===== src/design/scup_pkg.sv =====
// ----------------------------------------------------------------------------
// Seven-bit character unpacker package
// Character widths, group sizes and the group hand-off type shared by the
// accumulator, the output buffer and the top level.
// ----------------------------------------------------------------------------
package scup_pkg;

   localparam int CHAR_W      = 7;
   localparam int BYTE_W      = 8;
   localparam int GROUP_BYTES = 7;
   localparam int GROUP_CHARS = 8;
   localparam int POS_W       = 3;   // holds the 1-based slot 1..7
   localparam int COUNT_W     = 4;   // holds a character count 0..8

   localparam logic [POS_W-1:0]   POS_FIRST = POS_W'(1);
   localparam logic [POS_W-1:0]   POS_LAST  = POS_W'(GROUP_BYTES);
   localparam logic [COUNT_W-1:0] COUNT_FULL = COUNT_W'(GROUP_CHARS);

   typedef logic [CHAR_W-1:0] char_type;

   // One finished group handed from the accumulator to the output buffer
   typedef struct packed {
      logic                              valid;
      char_type                          first;
      char_type [GROUP_BYTES-1:0]        chars;
      logic [COUNT_W-1:0]                count;
   } scup_load_type;

   // Output buffer status seen by the accumulator
   typedef struct packed {
      logic free;    // buffer can take a group at this edge
   } scup_buf_status_type;

endpackage


===== src/design/seven_bit_char_unpacker.sv =====
// ----------------------------------------------------------------------------
// Seven-bit character unpacker
// Turns a stream of packed bytes into 7-bit characters, eight per group of
// seven bytes, with short tail groups at the end of the stream.
// ----------------------------------------------------------------------------
// Usage:
//   req_* carries one packed byte per transfer; req_end_of_stream marks the
//   final byte of the stream. rsp_* carries one character per transfer;
//   rsp_last_of_run is high on the final character caused by a byte.
//   Bytes that do not close a group produce no characters and are taken
//   every cycle. A byte that closes a group (seventh byte, or a tail byte)
//   loads the whole group into the output buffer; the first character is
//   offered in the next cycle; the rest follow one per cycle unless stalled.
//   Output port sets throughput: one character per cycle unless stalled, so a
//   full group of 7 bytes gives 8 characters and a tail group of m bytes
//   gives m. A closing byte waits on req_ready only while the buffer still
//   holds characters of the previous group; it may enter at the edge where
//   that group's final character is transferred.
//   When the receiver stalls, the current character holds, and bytes keep
//   being collected until the next closing byte.
//   Reset (synchronous) empties the buffer and restarts the group at slot 1.
// ----------------------------------------------------------------------------
module seven_bit_char_unpacker (
   input  logic                                clock,
   input  logic                                reset,
   input  logic                                req_valid,
   output logic                                req_ready,
   input  logic [scup_pkg::BYTE_W-1:0]         req_packed_byte,
   input  logic                                req_end_of_stream,
   output logic                                rsp_valid,
   input  logic                                rsp_ready,
   output logic [scup_pkg::CHAR_W-1:0]         rsp_char_out,
   output logic                                rsp_last_of_run
);

   scup_pkg::scup_load_type          load;
   scup_pkg::scup_buf_status_type    buf_status;

   // Byte collection
   scup_group_acc u_group_acc (
      .clock             (clock),
      .reset             (reset),
      .req_valid         (req_valid),
      .req_ready         (req_ready),
      .req_packed_byte   (req_packed_byte),
      .req_end_of_stream (req_end_of_stream),
      .buf_status        (buf_status),
      .load              (load)
   );

   // Character output
   scup_out_buf u_out_buf (
      .clock           (clock),
      .reset           (reset),
      .load            (load),
      .buf_status      (buf_status),
      .rsp_valid       (rsp_valid),
      .rsp_ready       (rsp_ready),
      .rsp_char_out    (rsp_char_out),
      .rsp_last_of_run (rsp_last_of_run)
   );

   // A group is only handed over when the buffer has room
   a_load_needs_room: assert property (@(posedge clock) disable iff (reset)
      load.valid |-> buf_status.free)
      else $error("group loaded into a busy output buffer");

   // A loaded group carries between one and eight characters
   a_load_count: assert property (@(posedge clock) disable iff (reset)
      load.valid |-> (load.count != '0) && (load.count <= scup_pkg::COUNT_FULL))
      else $error("group character count out of range");

   // After the final character leaves with no new group, the output is empty
   a_drain_empty: assert property (@(posedge clock) disable iff (reset)
      (rsp_valid && rsp_ready && rsp_last_of_run && !load.valid) |=> !rsp_valid)
      else $error("output still valid after final character");

   // A closing transfer makes characters available in the next cycle
   a_load_shows: assert property (@(posedge clock) disable iff (reset)
      load.valid |=> rsp_valid)
      else $error("loaded group not presented");

endmodule


===== src/design/scup_group_acc.sv =====
// ----------------------------------------------------------------------------
// Group accumulator
// Collects the bytes of one group: the top bits build character 1, the low
// seven bits are stored per slot. A full group or a tail byte closes the
// group and hands it to the output buffer in the same cycle.
// ----------------------------------------------------------------------------
module scup_group_acc (
   input  logic                                clock,
   input  logic                                reset,
   input  logic                                req_valid,
   output logic                                req_ready,
   input  logic [scup_pkg::BYTE_W-1:0]         req_packed_byte,
   input  logic                                req_end_of_stream,
   input  scup_pkg::scup_buf_status_type       buf_status,
   output scup_pkg::scup_load_type             load
);

   logic [scup_pkg::POS_W-1:0]   pos_ff, pos_in;
   scup_pkg::char_type           acc_ff, acc_in;
   scup_pkg::char_type           store_ff [scup_pkg::GROUP_BYTES];

   logic [scup_pkg::POS_W-1:0]   slot_idx;
   scup_pkg::char_type           low_bits;
   scup_pkg::char_type           acc_new;
   logic                         closing;
   logic                         full_group;
   logic                         transfer;

   // Current slot and the merged character 1
   assign slot_idx   = pos_ff - scup_pkg::POS_FIRST;
   assign low_bits   = req_packed_byte[scup_pkg::CHAR_W-1:0];
   assign acc_new    = acc_ff | (scup_pkg::CHAR_W'(req_packed_byte[scup_pkg::BYTE_W-1])
                                 << slot_idx);
   assign full_group = (pos_ff == scup_pkg::POS_LAST);
   assign closing    = full_group | req_end_of_stream;

   // A byte that closes a group needs room in the output buffer
   assign req_ready = buf_status.free | ~closing;
   assign transfer  = req_valid & req_ready;

   // Group hand-off
   always_comb begin
      load.valid = transfer & closing;
      load.first = full_group ? acc_new : (acc_new | low_bits);
      for (int k = 0; k < scup_pkg::GROUP_BYTES; k++) begin
         load.chars[k] = (slot_idx == scup_pkg::POS_W'(k)) ? low_bits : store_ff[k];
      end
      load.count = full_group ? scup_pkg::COUNT_FULL : scup_pkg::COUNT_W'(pos_ff);
   end

   // Next group state
   always_comb begin
      pos_in = pos_ff;
      acc_in = acc_ff;
      if (transfer) begin
         if (closing) begin
            pos_in = scup_pkg::POS_FIRST;
            acc_in = '0;
         end else begin
            pos_in = pos_ff + scup_pkg::POS_W'(1);
            acc_in = acc_new;
         end
      end
   end

   always_ff @(posedge clock) begin
      if (reset) begin
         pos_ff <= scup_pkg::POS_FIRST;
         acc_ff <= '0;
      end else begin
         pos_ff <= pos_in;
         acc_ff <= acc_in;
      end
   end

   // Character store, written at the current slot
   always_ff @(posedge clock) begin
      if (transfer) begin
         store_ff[slot_idx] <= low_bits;
      end
   end

endmodule


===== src/design/scup_out_buf.sv =====
// ----------------------------------------------------------------------------
// Output buffer
// Holds one finished group as a shift line of characters and sends them one
// per transfer, flagging the final character of the group.
// ----------------------------------------------------------------------------
module scup_out_buf (
   input  logic                                clock,
   input  logic                                reset,
   input  scup_pkg::scup_load_type             load,
   output scup_pkg::scup_buf_status_type       buf_status,
   output logic                                rsp_valid,
   input  logic                                rsp_ready,
   output logic [scup_pkg::CHAR_W-1:0]         rsp_char_out,
   output logic                                rsp_last_of_run
);

   scup_pkg::char_type [scup_pkg::GROUP_CHARS-1:0] slot_ff, slot_in;
   logic [scup_pkg::COUNT_W-1:0]                   count_ff, count_in;
   logic                                           transfer;

   assign rsp_valid       = (count_ff != '0);
   assign rsp_char_out    = slot_ff[0];
   assign rsp_last_of_run = (count_ff == scup_pkg::COUNT_W'(1));
   assign transfer        = rsp_valid & rsp_ready;

   // Free when empty, or when the final character leaves at this edge
   assign buf_status.free = ~rsp_valid | (rsp_last_of_run & rsp_ready);

   // Load a new group or shift toward the output
   always_comb begin
      slot_in  = slot_ff;
      count_in = count_ff;
      if (load.valid) begin
         slot_in[0] = load.first;
         for (int k = 0; k < scup_pkg::GROUP_BYTES; k++) begin
            slot_in[k+1] = load.chars[k];
         end
         count_in = load.count;
      end else if (transfer) begin
         for (int k = 0; k < scup_pkg::GROUP_CHARS - 1; k++) begin
            slot_in[k] = slot_ff[k+1];
         end
         count_in = count_ff - scup_pkg::COUNT_W'(1);
      end
   end

   always_ff @(posedge clock) begin
      if (reset) begin
         count_ff <= '0;
      end else begin
         count_ff <= count_in;
      end
   end

   always_ff @(posedge clock) begin
      slot_ff <= slot_in;
   end

endmodule

===== config.mk =====
export PLATFORM = sky130hd
export DESIGN_NAME = seven_bit_char_unpacker
export DESIGN_NICKNAME = d
export VERILOG_FILES = /design/src/design/scup_pkg.sv /design/src/design/seven_bit_char_unpacker.sv /design/src/design/scup_group_acc.sv /design/src/design/scup_out_buf.sv
export SDC_FILE = /design/constraint.sdc
export NUM_CORES = 1
export LEC_CHECK = 0
export BUFFER_PORTS_ARGS = -buffer_cell sky130_fd_sc_hd__buf_2
export CORE_MARGIN = 5
export CORE_UTILIZATION = 45
export DETAILED_ROUTE_END_ITERATION = 6
export GPL_TIMING_DRIVEN = 1
export SLEW_MARGIN = 20
export SYNTH_ARGS = -nofsm -noshare
export SYNTH_HDL_FRONTEND = slang
export SYNTH_SLANG_ARGS = --single-unit

===== constraint.sdc =====
create_clock -name clock -period 2.55 [get_ports clock]
set_input_delay 0 -clock clock [delete_from_list [all_inputs] [get_ports clock]]
set_output_delay 0 -clock clock [all_outputs]
set_load 0.005 [all_outputs]

# Yosys cells after proc, flatten, opt, wreduce, memory -nomap -nowiden
# Memories as Yosys holds them, arrays and structs flattened. A register that Yosys moved wholly into a read port is not among the register bits.
# Cells that the tools add are included.
[word_totals] reg_bits=63 ramBits=49 input_bits=13 elab_cells=52 memories=1
[classes] addsub=3 n_eq_ne=7 shifts=1 mux=16 bitwise_logic=11 reduce_logical=3
[mem_list] name="u_group_acc.store_ff" depth=7 width=7 rd=7 rd_clocked_by_memory_dff=1 wr=1 line_no="scup_group_acc.sv:20" source="scup_pkg::char_type store_ff [scup_pkg::GROUP_BYTES];"
[op_table] cell="two-way mux 49 bit" count=2
[op_table] cell="two-way mux 7 bit" count=8
[op_table] cell="bitwise OR 7 bit" count=2
[op_table] cell="two-way mux 4 bit" count=3
[op_table] cell="equality test 3 bit (second input constant)" count=3
[op_table] cell="<< shifter 1 x 3 -> 7 bit" count=1
[op_table] cell="equality test 3 x 2 -> 1 bit (second input constant)" count=2
[op_table] cell="bitwise AND 1 bit" count=4
[op_table] cell="equality test 4 x 1 -> 1 bit (second input constant)" count=1
[op_table] cell="nonzero test 4 bit" count=1
[op_table] cell="subtractor 4 x 1 -> 4 bit (second input constant)" count=1
[op_table] cell="adder 3 x 1 -> 3 bit (second input constant)" count=1
[op_table] cell="equality test 3 x 1 -> 1 bit (second input constant)" count=1
[op_table] cell="logical NOT 3 bit" count=1
[op_table] cell="two-way mux 3 bit" count=1
[op_table] cell="bitwise OR 1 bit" count=3
[op_table] cell="subtractor 3 x 1 -> 3 bit (second input constant)" count=1
[op_table] cell="two-way mux 1 bit" count=2
[op_table] cell="NOT 1 bit" count=2
[op_table] cell="nonzero test 2 bit" count=1

# Logic depth before layout (Yosys ltp)
[logic_depth] word_depth=7 mapped_depth=9 ltp_nobuf=7

# Hierarchy
# From an unflattened synthesis, not the netlist that was laid out.
[hier_totals] hier_cells=350 area_unflattened_um2=5424.0
[modules_own_cells] mod="scup_group_acc" instances=1 cells_each=197 area_each_um2=2801.4
[modules_own_cells] mod="scup_out_buf" instances=1 cells_each=153 area_each_um2=2622.5

# Least setup slack after synthesis
# No wires, ideal clock.
[synth_path] path_type="register to register" from="register u_out_buf.count_ff[0] (netlist bit)" to="register u_out_buf.slot_ff (netlist bit u_out_buf.rsp_char_out[0]), enable pin" setup_ps=406 arrival_time_ps=2182 t_required_ps=2144 slack_ps=-38 stages_incl_launch_ff=7 path_buffers=1 period_less_slack_ps=2588 path_cell_list="dfxtp_1 inv_1 ha_1 or3b_1 buf_4 mux2i_1 inv_1"
[synth_between] elab_chain_len=7 word_cells_on_any_way=10 classes_between="eq/ne: 1; bitwise: 7; reduce/logical: 2"
[synth_rtl] item="from (decl)" line_no="scup_out_buf.sv:18" source="logic [scup_pkg::COUNT_W-1:0] count_ff, count_in;"
[synth_rtl] item="from (signal assigned)" line_no="scup_out_buf.sv:51" source="count_ff <= count_in;"
[synth_rtl] item="nonzero test 4 bit *" line_no="scup_out_buf.sv:21" source="assign rsp_valid = (count_ff != '0);"
[synth_rtl] item="net rsp_valid" line_no="seven_bit_char_unpacker.sv:30" source="output logic rsp_valid,"
[synth_rtl] item="NOT 1 bit" line_no="scup_out_buf.sv:27" source="assign buf_status.free = ~rsp_valid | (rsp_last_of_run & rsp_ready);"
[synth_rtl] item="bitwise OR 1 bit" line_no="scup_out_buf.sv:27"
[synth_rtl] item="bitwise OR 1 bit" line_no="scup_group_acc.sv:38" source="assign req_ready = buf_status.free | ~closing;"
[synth_rtl] item="bitwise AND 1 bit" line_no="scup_group_acc.sv:39" source="assign transfer = req_valid & req_ready;"
[synth_rtl] item="bitwise AND 1 bit" line_no="scup_group_acc.sv:43" source="load.valid = transfer & closing;"
[synth_rtl] item="nonzero test 2 bit (no source line) *"
[synth_rtl] item="to (signal assigned)" line_no="scup_out_buf.sv:56" source="slot_ff <= slot_in;"
[synth_rtl] item="to (decl)" line_no="scup_out_buf.sv:17" source="scup_pkg::char_type [scup_pkg::GROUP_CHARS-1:0] slot_ff, slot_in;"
# Mark *: on every way through the listed nets, which the timed path passes. The rest lies on a longest branch.
# A chain may end at the register's enable or synchronous reset.

# Final worst setup path
[layout_path] from="register u_group_acc.pos_ff[0] (netlist bit)" to="register u_out_buf.slot_ff[54] (netlist bit), read port of u_group_acc.store_ff, data pin"
[layout_between] elab_chain_len=6
[layout_rtl] item="from (decl)" line_no="scup_group_acc.sv:18" source="logic [scup_pkg::POS_W-1:0] pos_ff, pos_in;"
[layout_rtl] item="from (signal assigned)" line_no="scup_group_acc.sv:68" source="pos_ff <= scup_pkg::POS_FIRST;"
[layout_rtl] item="from (signal assigned)" line_no="scup_group_acc.sv:71" source="pos_ff <= pos_in;"
[layout_rtl] item="equality test 3 bit *" line_no="scup_group_acc.sv:34" source="assign full_group = (pos_ff == scup_pkg::POS_LAST);"
[layout_rtl] item="bitwise OR 1 bit *" line_no="scup_group_acc.sv:35" source="assign closing = full_group | req_end_of_stream;"
[layout_rtl] item="NOT 1 bit" line_no="scup_group_acc.sv:38"
[layout_rtl] item="bitwise OR 1 bit" line_no="scup_group_acc.sv:38"
[layout_rtl] item="bitwise AND 1 bit" line_no="scup_group_acc.sv:39"
[layout_rtl] item="bitwise AND 1 bit *" line_no="scup_group_acc.sv:43"
# Mark *: on every way between the ends. The rest lies on a longest branch, timed or not.

==> metrics.md <==
| Metric | Value |
|---|---|
| Post-synth EDFFs | roughly 110 |
| CP max-delay cell | dfxtp_1 |
| Ys async rst share | 0 |
| Crit end category | register |
| Starting density of the core | 0.457 |
| Tot GR Track Use | 0.158 |
| Crit. Startpoint | u_group_acc.pos_ff[0]$_SDFFE_PP1P_ |
| Clock Skew | about 0.008 ns |
| FF-to-FF path depth | 7 |
| #FFs+latches synth | 119 |
| Placed instance area | 5460 um^2 |
| # nets final | around 450 |
| Worst min path class | in2reg |
| Bufs and invs on worst path | 1 |
| Via/cell ratio | between 5 and 6 |
| Power Dens Cells | roughly 1200 nW/um^2 |
| Vias in the first global route | a little over 3000 |
| Full die area | between 10000 and 15000 um^2 |
| # diodes | 0 |
| Syn Std Cell Area | 5170 um^2 |
| Cts bufs inserted | 17 |
| Die Y-Extent | between 100 and 150 um |
| Clk buf depth | 2 |
| Met2 usage | 0.255 |
| Synth Warn # | 0 |
| Levels on crit path | 7 |
| Gpl congestion | approximately 0.84 |
| Crit Reg-Reg Endpoint | u_out_buf.slot_ff[54]$_DFFE_PP_ |
| Share of cells above drive strength 1 | 0.171 |
| Startpoint Class | register |
| IO Pins | 23 |
| First-pass DRT Iterations | 4 |
| CP dominant cell by count | ha_1 |
| Sequential area share after synthesis | 0.664 |
| First-pass GRT wire length | roughly 16000 um |
| Die X | about 120 um |
| Final setup violation count | 0 |
| CTS root buf | clkbuf_16 |
| Finished Core Util | 0.538 |
| Avg WL per Cell | 17.0 um |
| GRT met3 Usage | 0.0566 |
| Sink Count | 119 |
| FMAX | around 420 MHz |
| Worst rel slew slack | 0.686 |
| Fillers | 941 |
| Core area | approximately 11000 um^2 |
| WL final | approximately 9900 um |
| Leakage | approximately 2.5 nW |
| Post-DP HPWL | about 6400 um |
| Crit-path cells | ha_1, ha_1, or2_1, a31oi_4, and3_1, buf_4, mux2_1 |
| R2r startpoint | u_group_acc.pos_ff[0]$_SDFFE_PP1P_ |
| HP Start | req_packed_byte[6] |
| # DRC | 0 |
| FF+latch area | about 3400 um^2 |
| CP max stage delay | 0.35 ns |
| Outcome | completed |
| Clock latency on the worst-skew pair | ~0.40 ns |
| Layout area overhead | 17.7% |
| Mapped Avg Cell Area | between 10 and 15 um^2 |
| Pin count of the biggest net entering global routing | between 50 and 60 |
| Crit path capture | u_out_buf.slot_ff[54]$_DFFE_PP_ |
| Worst Path Required | ~2.7 ns |
| CTS tree | yes |
| Multi-input gate area in the final layout | 1580 um^2 |
| RSZ-0062 raised after global routing | false |
| Vias | around 3100 |
| Design Area, Final | 6090 um^2 |
| Cell variety after synth | a little over 40 |
| Pins over their slew limit | 0 |
| DR iter-0 viols | around 190 |
| Clock transition at the registers of the reported paths | about 0.050 ns |
| Final Hold Viols | 0 |
| Worst-Margin Slew | 0.471 ns |
| Crit path DAT | 2.55 ns |
| Max_cap viols | 0 |
| Most frequent cells in the layout | edfxtp_1, nand2_1, mux2i_1, o21ai_1, buf_2 |
| Predominant post-synthesis flop cell | edfxtp_1 |
| Std cell rows | 39 |
| Post-synthesis net count | just over 400 |
| H-tree lvl count | 4 |
| GR Util met1 | 0.196 |
| R2R Setup Slk | 0.15 ns |
| Max IR drop VDD | between 0.6 and 0.7 mV |
| Final period util | 0.942 |
| Setup_tns | 0 ns |
| Port bufs | 22 |
| Mapped Cells | between 300 and 400 |
| Worst-path fanout max | 8 |
| Antenna violations before repair | 0 |
| Cell family with most CP delay | adder cells |
| GR peak layer | met2 |
| Setup Crit Path Kind | reg2reg |
| Commonest non-fill, non-tap cell in the layout | edfxtp_1 |
| Period minus WS final | around 2.4 ns |
| GRT overflow | 0 |
| DRT antenna net count | 0 |
-- metal layers --
layer | routed length, um | up-vias
li1 | - | 1520
met1 | 4380 | 1471
met2 | 4950 | 59
met3 | 437 | 10
met4 | 119 | 0
met5 | 0 | -
-- registers in the layout, indices dropped and copies added, names as in the netlist --
register / cells
u_group_acc.store_ff: 49
u_out_buf.rsp_char_out: 7
u_out_buf.count_ff: 4
u_group_acc.pos_ff: 3
u_group_acc.acc_ff: 7
u_out_buf.slot_ff: 49
-- logic make-up after synthesis --
| kind of cell | after synthesis | synth area share |
|---|---|---|
| AOI/OAI and AO/OA | 75 | 0.0866 |
| and+or+nand+nor | 98 | 0.0844 |
| adders and majority gates | 9 | 0.0218 |
| buffers and inverters | 32 | 0.0315 |
| DFF | 119 | 0.664 |
| muxes | 52 | 0.107 |
| xor gates and xnor gates | 3 | 0.00508 |
-- area by class of cell --
cell class | count | share of cell area
Clock buffer | 18 | 0.0705
Clock inverter | 14 | 0.0261
Inverter | 9 | 0.00617
Multi-Input combinational cell | 237 | 0.259
Sequential cell | 119 | 0.564
Tap cell | 143 | 0.0294
Timing Repair Buffer | 41 | 0.0452
-- through the flow --
stage / hold WS [ns] / std cells / worst slack, ns / total power, mW
2_1_floorplan: 0.0694 / 388 / -0.0311 / 4.52
3_3_place_gp: 0.279 / 545 / 0.225 / 5.05
3_5_place_dp: 0.278 / 545 / 0.170 / 5.07
4_1_cts: 0.00921 / 581 / 0.141 / 7.44
5_1_grt: 0.00634 / 581 / 0.0359 / 7.79
6_report: 0.0126 / 581 / 0.149 / 7.35
-- how the worst min path moves through the flow --
stage / to / cells past startpoint / slack (ns)
floorplan: u_out_buf.count_ff[3]$_SDFFE_PP0P_ / 1 / 0.07
global placement: u_out_buf.count_ff[1]$_SDFFE_PP0P_ / 2 / 0.28
detailed placement: u_out_buf.count_ff[3]$_SDFFE_PP0P_ / 2 / 0.28
CTS: u_group_acc.store_ff[1][0]$_DFFE_PP_ / 1 / 0.009
global route: u_group_acc.store_ff[1][0]$_DFFE_PP_ / 1 / 0.006
finish: u_group_acc.store_ff[6][6]$_DFFE_PP_ / 1 / 0.01
-- report_power, final --
| group | internal (mW) | switching [mW] | leakage (nW) |
|---|---|---|---|
| Sequential | 2.93 | 0.171 | 1.10 |
| Combinational | 0.725 | 1.19 | 1.11 |
| Clock | 1.52 | 0.819 | 0.284 |
-- repair_timing --
item,in CTS,in global routing
endpoints found under the hold margin,6,0
gates resized for setup,0,0
hold buffers,4,0
buffers inserted,0,0
-- Yosys cell counts, types with 2 or more instances --
cell type,number,area share
nand4_1,2,0.0024
a21oi_1,3,0.0029
a221oi_1,7,0.012
clkbuf_1,7,0.0051
nor3_1,2,0.0019
nor2_1,15,0.011
mux2_4,6,0.017
nand2_1,58,0.042
buf_1,3,0.0022
o21ai_1,31,0.030
a31oi_1,7,0.0085
a211oi_1,3,0.0044
buf_2,4,0.0039
ha_1,9,0.022
edfxtp_1,105,0.61
and3_1,6,0.0073
inv_1,8,0.0058
nor3b_1,2,0.0029
nand3_1,2,0.0019
dfxtp_1,14,0.054
buf_4,8,0.012
and2_1,4,0.0048
xnor2_1,2,0.0034
o21ai_0,19,0.018
mux2i_1,45,0.087
Power figures use the tool's default switching activity.
